--- src/rtl/cil_pkg.sv ---
// ----------------------------------------------------------------------------
// cil_pkg
// Shared request codes and cell control type for the compacting list.
// ----------------------------------------------------------------------------
package cil_pkg;

  // request kinds
  localparam logic [2:0] ModeAppend = 3'd0;
  localparam logic [2:0] ModeGet    = 3'd1;
  localparam logic [2:0] ModeSet    = 3'd2;
  localparam logic [2:0] ModePop    = 3'd3;
  localparam logic [2:0] ModeDelete = 3'd4;

  // per-cell update control
  typedef struct packed {
    logic load;   // take the request word
    logic shift;  // take the upper neighbor's word
  } cell_ctrl_t;

endpackage

--- src/rtl/cil_cell.sv ---
// ----------------------------------------------------------------------------
// cil_cell
// One list slot: holds a word, loads a new one or takes its upper neighbor's.
// ----------------------------------------------------------------------------
module cil_cell
  import cil_pkg::*;
#(
  parameter int DATA_WIDTH = 32
) (
  input  logic                  clk_i,
  input  cell_ctrl_t            ctrl_i,
  input  logic [DATA_WIDTH-1:0] wr_data_i,
  input  logic [DATA_WIDTH-1:0] upper_data_i,
  output logic [DATA_WIDTH-1:0] data_o
);

  logic [DATA_WIDTH-1:0] data_q, data_d;

  // select next contents
  always_comb begin
    data_d = data_q;
    if (ctrl_i.load) begin
      data_d = wr_data_i;
    end else if (ctrl_i.shift) begin
      data_d = upper_data_i;
    end
  end

  // payload, no reset needed
  always_ff @(posedge clk_i) begin
    data_q <= data_d;
  end

  assign data_o = data_q;

endmodule

--- src/rtl/compacting_indexed_list_core.sv ---
// ----------------------------------------------------------------------------
// compacting_indexed_list_core
// Ordered word list with append, get, set, pop and delete-with-compaction.
// ----------------------------------------------------------------------------
// The list is a row of DEPTH cells, one word each. When a request is taken,
// all cells update together, so a delete closes its gap as each cell from
// the index up copies its upper neighbor. The result sits in an output
// register and a new request is taken while it waits, so the block sustains
// one request per cycle; in_stall_o rises only while a result is held and
// the output side stalls. Every request returns exactly one result with the
// read word, a fail flag and the count afterwards. The user writes the
// capacity register via cfg_we_i/cfg_data_i only while idle (not enforced).
// ----------------------------------------------------------------------------
module compacting_indexed_list_core
  import cil_pkg::*;
#(
  parameter int DEPTH      = 16,
  parameter int DATA_WIDTH = 32
) (
  input  logic        clk_i,
  input  logic        rst_ni,
  // capacity register
  input  logic        cfg_we_i,
  input  logic [4:0]  cfg_data_i,
  // request channel
  input  logic        in_valid_i,
  output logic        in_stall_o,
  input  logic [2:0]  in_mode_i,
  input  logic [4:0]  in_index_i,
  input  logic [31:0] in_value_i,
  // result channel
  output logic        out_valid_o,
  input  logic        out_stall_i,
  output logic [31:0] out_read_value_o,
  output logic        out_status_o,
  output logic [4:0]  out_entry_count_o
);

  localparam int CW = $clog2(DEPTH + 1);
  localparam int IW = (CW > 5) ? CW : 5;

  logic [CW-1:0] count_q, count_d;
  logic [4:0]    cap_q;
  logic          out_valid_q;
  logic [31:0]   rd_q;
  logic          status_q;
  logic [4:0]    ecount_q;

  logic                  accept;
  logic [IW-1:0]         idx_w, cnt_w, cap_w, depth_w, rd_idx;
  logic                  idx_ok, append_ok, pop_ok;
  logic                  fail;
  logic [DATA_WIDTH-1:0] wr_data, rd_data;
  logic [63:0]           val64, rd64;
  logic [15:0]           cnt16;

  logic [DATA_WIDTH-1:0] cell_data [DEPTH];
  cell_ctrl_t            cell_ctrl [DEPTH];

  assign accept     = in_valid_i && !in_stall_o;
  assign in_stall_o = out_valid_q && out_stall_i;

  // common compares
  assign idx_w     = IW'(in_index_i);
  assign cnt_w     = IW'(count_q);
  assign cap_w     = IW'(cap_q);
  assign depth_w   = IW'(DEPTH);
  assign idx_ok    = (idx_w < cnt_w);
  assign append_ok = (cnt_w < cap_w) && (cnt_w < depth_w);
  assign pop_ok    = (cnt_w != '0);

  assign val64   = 64'(in_value_i);
  assign wr_data = val64[DATA_WIDTH-1:0];

  // status and count update
  always_comb begin
    fail    = 1'b1;
    count_d = count_q;
    rd_idx  = idx_w;
    case (in_mode_i)
      ModeAppend: begin
        fail = !append_ok;
        if (append_ok) count_d = count_q + CW'(1);
      end
      ModeGet: fail = !idx_ok;
      ModeSet: fail = !idx_ok;
      ModePop: begin
        fail   = !pop_ok;
        rd_idx = cnt_w - IW'(1);
        if (pop_ok) count_d = count_q - CW'(1);
      end
      ModeDelete: begin
        fail = !idx_ok;
        if (idx_ok) count_d = count_q - CW'(1);
      end
      default: fail = 1'b1;
    endcase
  end

  // per-cell controls
  always_comb begin
    for (int i = 0; i < DEPTH; i++) begin
      cell_ctrl[i].load  = 1'b0;
      cell_ctrl[i].shift = 1'b0;
      if (accept && !fail) begin
        case (in_mode_i)
          ModeAppend: cell_ctrl[i].load = (IW'(i) == cnt_w);
          ModeSet:    cell_ctrl[i].load = (IW'(i) == idx_w);
          ModeDelete: cell_ctrl[i].shift = (IW'(i) >= idx_w) && (IW'(i + 1) < cnt_w);
          default: begin
            cell_ctrl[i].load  = 1'b0;
            cell_ctrl[i].shift = 1'b0;
          end
        endcase
      end
    end
  end

  // row of cells, each fed by its upper neighbor (the top cell by itself)
  for (genvar g = 0; g < DEPTH; g++) begin : g_cell
    logic [DATA_WIDTH-1:0] upper;
    if (g == DEPTH - 1) begin : g_top
      assign upper = cell_data[g];
    end else begin : g_mid
      assign upper = cell_data[g + 1];
    end
    cil_cell #(
      .DATA_WIDTH(DATA_WIDTH)
    ) u_cell (
      .clk_i       (clk_i),
      .ctrl_i      (cell_ctrl[g]),
      .wr_data_i   (wr_data),
      .upper_data_i(upper),
      .data_o      (cell_data[g])
    );
  end

  // read select: and-or over the cells
  always_comb begin
    rd_data = '0;
    for (int i = 0; i < DEPTH; i++) begin
      if (IW'(i) == rd_idx) rd_data = rd_data | cell_data[i];
    end
    if (fail || !((in_mode_i == ModeGet) || (in_mode_i == ModePop))) begin
      rd_data = '0;
    end
  end

  assign rd64  = 64'(rd_data);
  assign cnt16 = 16'(count_d);

  // control state
  always_ff @(posedge clk_i or negedge rst_ni) begin
    if (!rst_ni) begin
      count_q     <= '0;
      cap_q       <= 5'd16;
      out_valid_q <= 1'b0;
    end else begin
      if (cfg_we_i) cap_q <= cfg_data_i;
      if (accept) begin
        count_q     <= count_d;
        out_valid_q <= 1'b1;
      end else if (!out_stall_i) begin
        out_valid_q <= 1'b0;
      end
    end
  end

  // result register
  always_ff @(posedge clk_i) begin
    if (accept) begin
      rd_q     <= rd64[31:0];
      status_q <= fail;
      ecount_q <= cnt16[4:0];
    end
  end

  assign out_valid_o       = out_valid_q;
  assign out_read_value_o  = rd_q;
  assign out_status_o      = status_q;
  assign out_entry_count_o = ecount_q;

endmodule

--- config.mk ---
export PLATFORM = sky130hd
export DESIGN_NAME = compacting_indexed_list_core
export DESIGN_NICKNAME = d
export VERILOG_FILES = /design/src/rtl/cil_pkg.sv /design/src/rtl/cil_cell.sv /design/src/rtl/compacting_indexed_list_core.sv
export SDC_FILE = /design/constraint.sdc
export NUM_CORES = 1
export LEC_CHECK = 0
export BUFFER_PORTS_ARGS = -buffer_cell sky130_fd_sc_hd__buf_4
export CORE_MARGIN = 3
export CORE_UTILIZATION = 57
export DETAILED_ROUTE_END_ITERATION = 12
export PLACE_DENSITY_LB_ADDON = 0.2
export SETUP_SLACK_MARGIN = 0.02
export SYNTH_ARGS = -nofsm -noshare
export SYNTH_HDL_FRONTEND = slang
export SYNTH_SLANG_ARGS = --single-unit
--- constraint.sdc ---
create_clock -name clk_i -period 5.3 [get_ports clk_i]
set_input_delay 1.325 -clock clk_i [delete_from_list [all_inputs] [get_ports clk_i]]
set_output_delay 1.325 -clock clk_i [all_outputs]
set_load 0.03 [all_outputs]
==> impl_metrics.csv <==
group,metric,value,unit
synth,syn_area_per_cell,14.7,sq um
global_route,global_route.usage.met3,7.61,%
synth,synth_top_family_by_area,"multiplexers",
synth,ys.flop_type,"edfxtp_1",
synth,synth_simple_gate_area_share,4.66,%
global_route,antenna_found_initial,1,
synth,seq_area_frac_synth,60.3,%
power,p_int,7.65,mW
timing,finalHoldViolCount,0,
setup_path,rrSetupSlack,1.18,ns
die,die_w,227,microns
power,ir_drop,269,uV
timing,rsz0062_at_grt,"no",
global_route,met2_usage,55.0,%
clock_network,cts.sinks,561,
global_route,grt_overflow,0,
flow_run,maxCapViolations,0,
clock_network,htreeDepth,2,
place,dp.cells,2528,
synth,synth_seq_cells,561,
timing,period_minus_slack,4.12,ns
global_route,grt_max_degree,43,
power,leakage,10.5,nW
power,pwr-share-comb,14.1,%
synth,async_reset_ff_share,1.96,%
die,fp.coreArea,0.0479,sq mm
power,power_frac_seq,48.1,%
global_route,track_usage,33.9,%
synth,syn_nets,1956,
synth,synth_area,0.0278,sq mm
global_route,grt_util_met1,45.4,%
die,start_util,58.1,%
clock_network,ctsResizeCount,0,
synth,synthXorXnorAreaFrac,0.157,%
clock_network,clock-root-buffer,"clkbuf_16",
clock_network,cts_tree,"built",
power,switchingPower,2.80,mW
power,clkPwrFrac,37.9,%
clock_network,clk_latency,0.63,ns
timing,tightest_slew,1.06,ns
status,outcome,"complete, no violations",
place,pre_cts_ws,0.892,ns
global_route,grt_pass1_wl,127000,microns
place,hpwl,52400,microns
clock_network,cts_setup_buffers,0,
routing,drt-vias-per-instance,7.17,
routing,ant_nets,0,
routing,drcViolationCount,0,
timing,fmax,0.243,GHz
final_layout,drive_gt1_share,36.4,%
timing,setup_ws,1.18,ns
power,totalPowerFinal,10.4,mW
power,powerDensity,331,mW/mm^2
clock_network,clockBufferDepth,3,
setup_path,startpoint_type,"flip-flop",
synth,synthAdderAreaFrac,0.584,%
setup_path,rr_endpoint,"out_read_value_o[19]",
timing,setup_viol,0,
final_layout,fin_cells,2632,
worst_hold_path,hold_path_depth,1,
setup_path,worstPathRequired,5.70,ns
global_route,grt.busiest_layer,"met2",
die,fp.dieH,227,microns
place,io_buffers,89,
setup_path,cp-end-kind,"flip-flop",
worst_hold_path,worstHoldEndpoint,"cap_q[0]",
worst_hold_path,hold_start,"cap_q[0]",
power,power.share.switching,26.8,%
synth,synth-edff-count,550,
routing,drtPass1Iterations,6,
setup_path,r2r_cells,10,
place,gp_congestion,0.882,
global_route,grt_pass1_vias,18808,
timing,maxSlewHeadroom,29.0,%
synth,synthMuxAreaShare,21.6,%
timing,maxSlewViolCount,0,
worst_hold_path,min_path_type,"flip-flop to flip-flop",
routing,drt-total-wl,87700,microns
clock_network,hold_buffers,0,
routing,vias,18881,
setup_path,critPathArrivalTime,4.52,ns
synth,synth.distinct_cells,75,
synth,synthCells,1893,
final_layout,syn2layout_area_growth,13.4,%
setup_path,crit_type,"flip-flop to flip-flop",
synth,synth-compound-area-share,9.97,%
final_layout,nets,2034,
routing,drtIter0Drc,2405,
routing,wl_per_cell,33.3,microns
timing,post-route-period-util,77.7,%
clock_network,numCtsBuffers,56,
clock_network,clk_pin_slew,0.06,ns
synth,ys_warn_count,0,
die,rows,80,
timing,fin_skew,0.0187,ns
setup_path,cp_max_fo,25,
die,die_area,0.0515,sq mm
setup_path,timing.rr.start,"cnt_w[1]",
die,pin_count,90,
[per-layer routing]
| metal | vias up | routed length, microns | share of wire, % |
|---|---|---|---|
| li1 | 7804 | - | - |
| met1 | 9565 | 33200 | 38 |
| met2 | 1283 | 41300 | 47 |
| met3 | 229 | 9890 | 11 |
| met4 | 0 | 3330 | 3.8 |
| met5 | - | 0 | 0 |
[through the flow]
step | TNS [ns] | hold slack, ns | cell area [sq um] | utilization, %
finish | 0 | 0.513 | 31600 | 65.9
global route | 0 | 0.536 | 31600 | 65.9
CTS | 0 | 0.518 | 31600 | 65.9
detailed placement | 0 | 0.502 | 29800 | 62.1
global placement | 0 | 0.502 | 29800 | 62.1
floorplan | -68.58 | 0.480 | 27900 | -
[logic make-up after synthesis]
| kind of cell | Yosys count |
|---|---|
| buffers and inverters | 171 |
| multiplexers | 541 |
| adder cells (fa/ha/maj) | 13 |
| AND/OR/NAND/NOR | 248 |
| AO/OA/AOI/OAI | 354 |
| XOR/XNOR | 5 |
| flip-flops | 561 |
[power by group through the flow]
stage                     sequential, mW  combinational (mW)  clock, mW
after floorplan                     5.12               0.842          0
after global placement              5.11                1.42          0
after detailed placement            5.11                1.43          0
after CTS                           5.02                1.44       3.98
after global routing                5.03                1.56       4.16
final                               5.02                1.47       3.96
[layout by cell type (no fill, tap or decap), drive strengths merged, types with 26 or more instances in the layout]
cell and instances:
edfxtp 550, mux2 482, buf 176, o2bb2ai 72, clkbuf 69, nand2 68
mux2i 59, a22o 56, a22oi 45, nand3 44, nor2 32, nor3 31
a31oi 29, clkinv 28, nor4 26, a221oi 26
[cells in the mapped netlist, types with 5 or more instances]
library cell | instances | area [sq um]
a21oi_1 | 20 | 100
a221oi_1 | 25 | 219
nor4_1 | 25 | 156
o21ai_0 | 19 | 95.1
mux2i_1 | 58 | 581
or2_2 | 5 | 31.3
o22ai_1 | 19 | 119
a22o_1 | 56 | 490
o31ai_1 | 5 | 37.5
mux2_2 | 417 | 4700
nand2_1 | 61 | 229
o32ai_1 | 14 | 123
nand2_2 | 7 | 43.8
a222oi_1 | 6 | 60.1
buf_2 | 66 | 330
edfxtp_1 | 550 | 16500
a22oi_1 | 45 | 338
a21o_1 | 8 | 60.1
nor2_1 | 32 | 120
mux2_1 | 65 | 732
dfrtp_1 | 10 | 250
and4_1 | 5 | 43.8
nand3_1 | 44 | 220
nor3_1 | 25 | 125
nor3_2 | 6 | 60.1
clkbuf_1 | 81 | 304
a31oi_1 | 29 | 181
inv_1 | 13 | 48.8
nand4_1 | 12 | 75.1
nand2b_1 | 5 | 31.3
o2bb2ai_1 | 72 | 631
ha_1 | 13 | 163
[layout make-up]
class                           instances  area, sq um
Antenna cell                            1         2.50
Clock buffer                           69         1490
Clock inverter                         34          305
Fill cell                            3375        16400
Inverter                               15         56.3
Multi-Input combinational cell       1161        10700
Sequential cell                       561        16800
Tap cell                              615          769
Timing Repair Buffer                  176         1510
[critical path, stage by stage (launching register included)]
cell     delay, ns
dfrtp_1       0.76
inv_1         0.33
ha_1          0.36
xor2_1        0.22
mux2_2        0.54
nand3_1       0.34
nor3_2        0.41
buf_12        0.30
a22oi_1       0.14
o211a_1       0.17
a21oi_1       0.29
[sequential cells by signal, summed over array words and instances (netlist names)]
register	cells
out_status_o	1
g_cell.u_cell.data_o	512
cap_q	5
out_read_value_o	32
out_entry_count_o	5
cnt_w	5
out_valid_o	1
[worst max path at each step]
stage / start / to / depth (start not counted)
global placement: in_index_i[3] / g_cell[2].u_cell.data_o[8] / 9
global route: cnt_w[1] / g_cell[5].u_cell.data_o[14] / 10
finish: cnt_w[1] / out_read_value_o[19] / 10
CTS: cnt_w[1] / out_read_value_o[23] / 9
detailed placement: in_mode_i[2] / out_read_value_o[15] / 9
floorplan: out_stall_i / g_cell[14].u_cell.data_o[0] / 6
(Power assumes the default switching activity.)
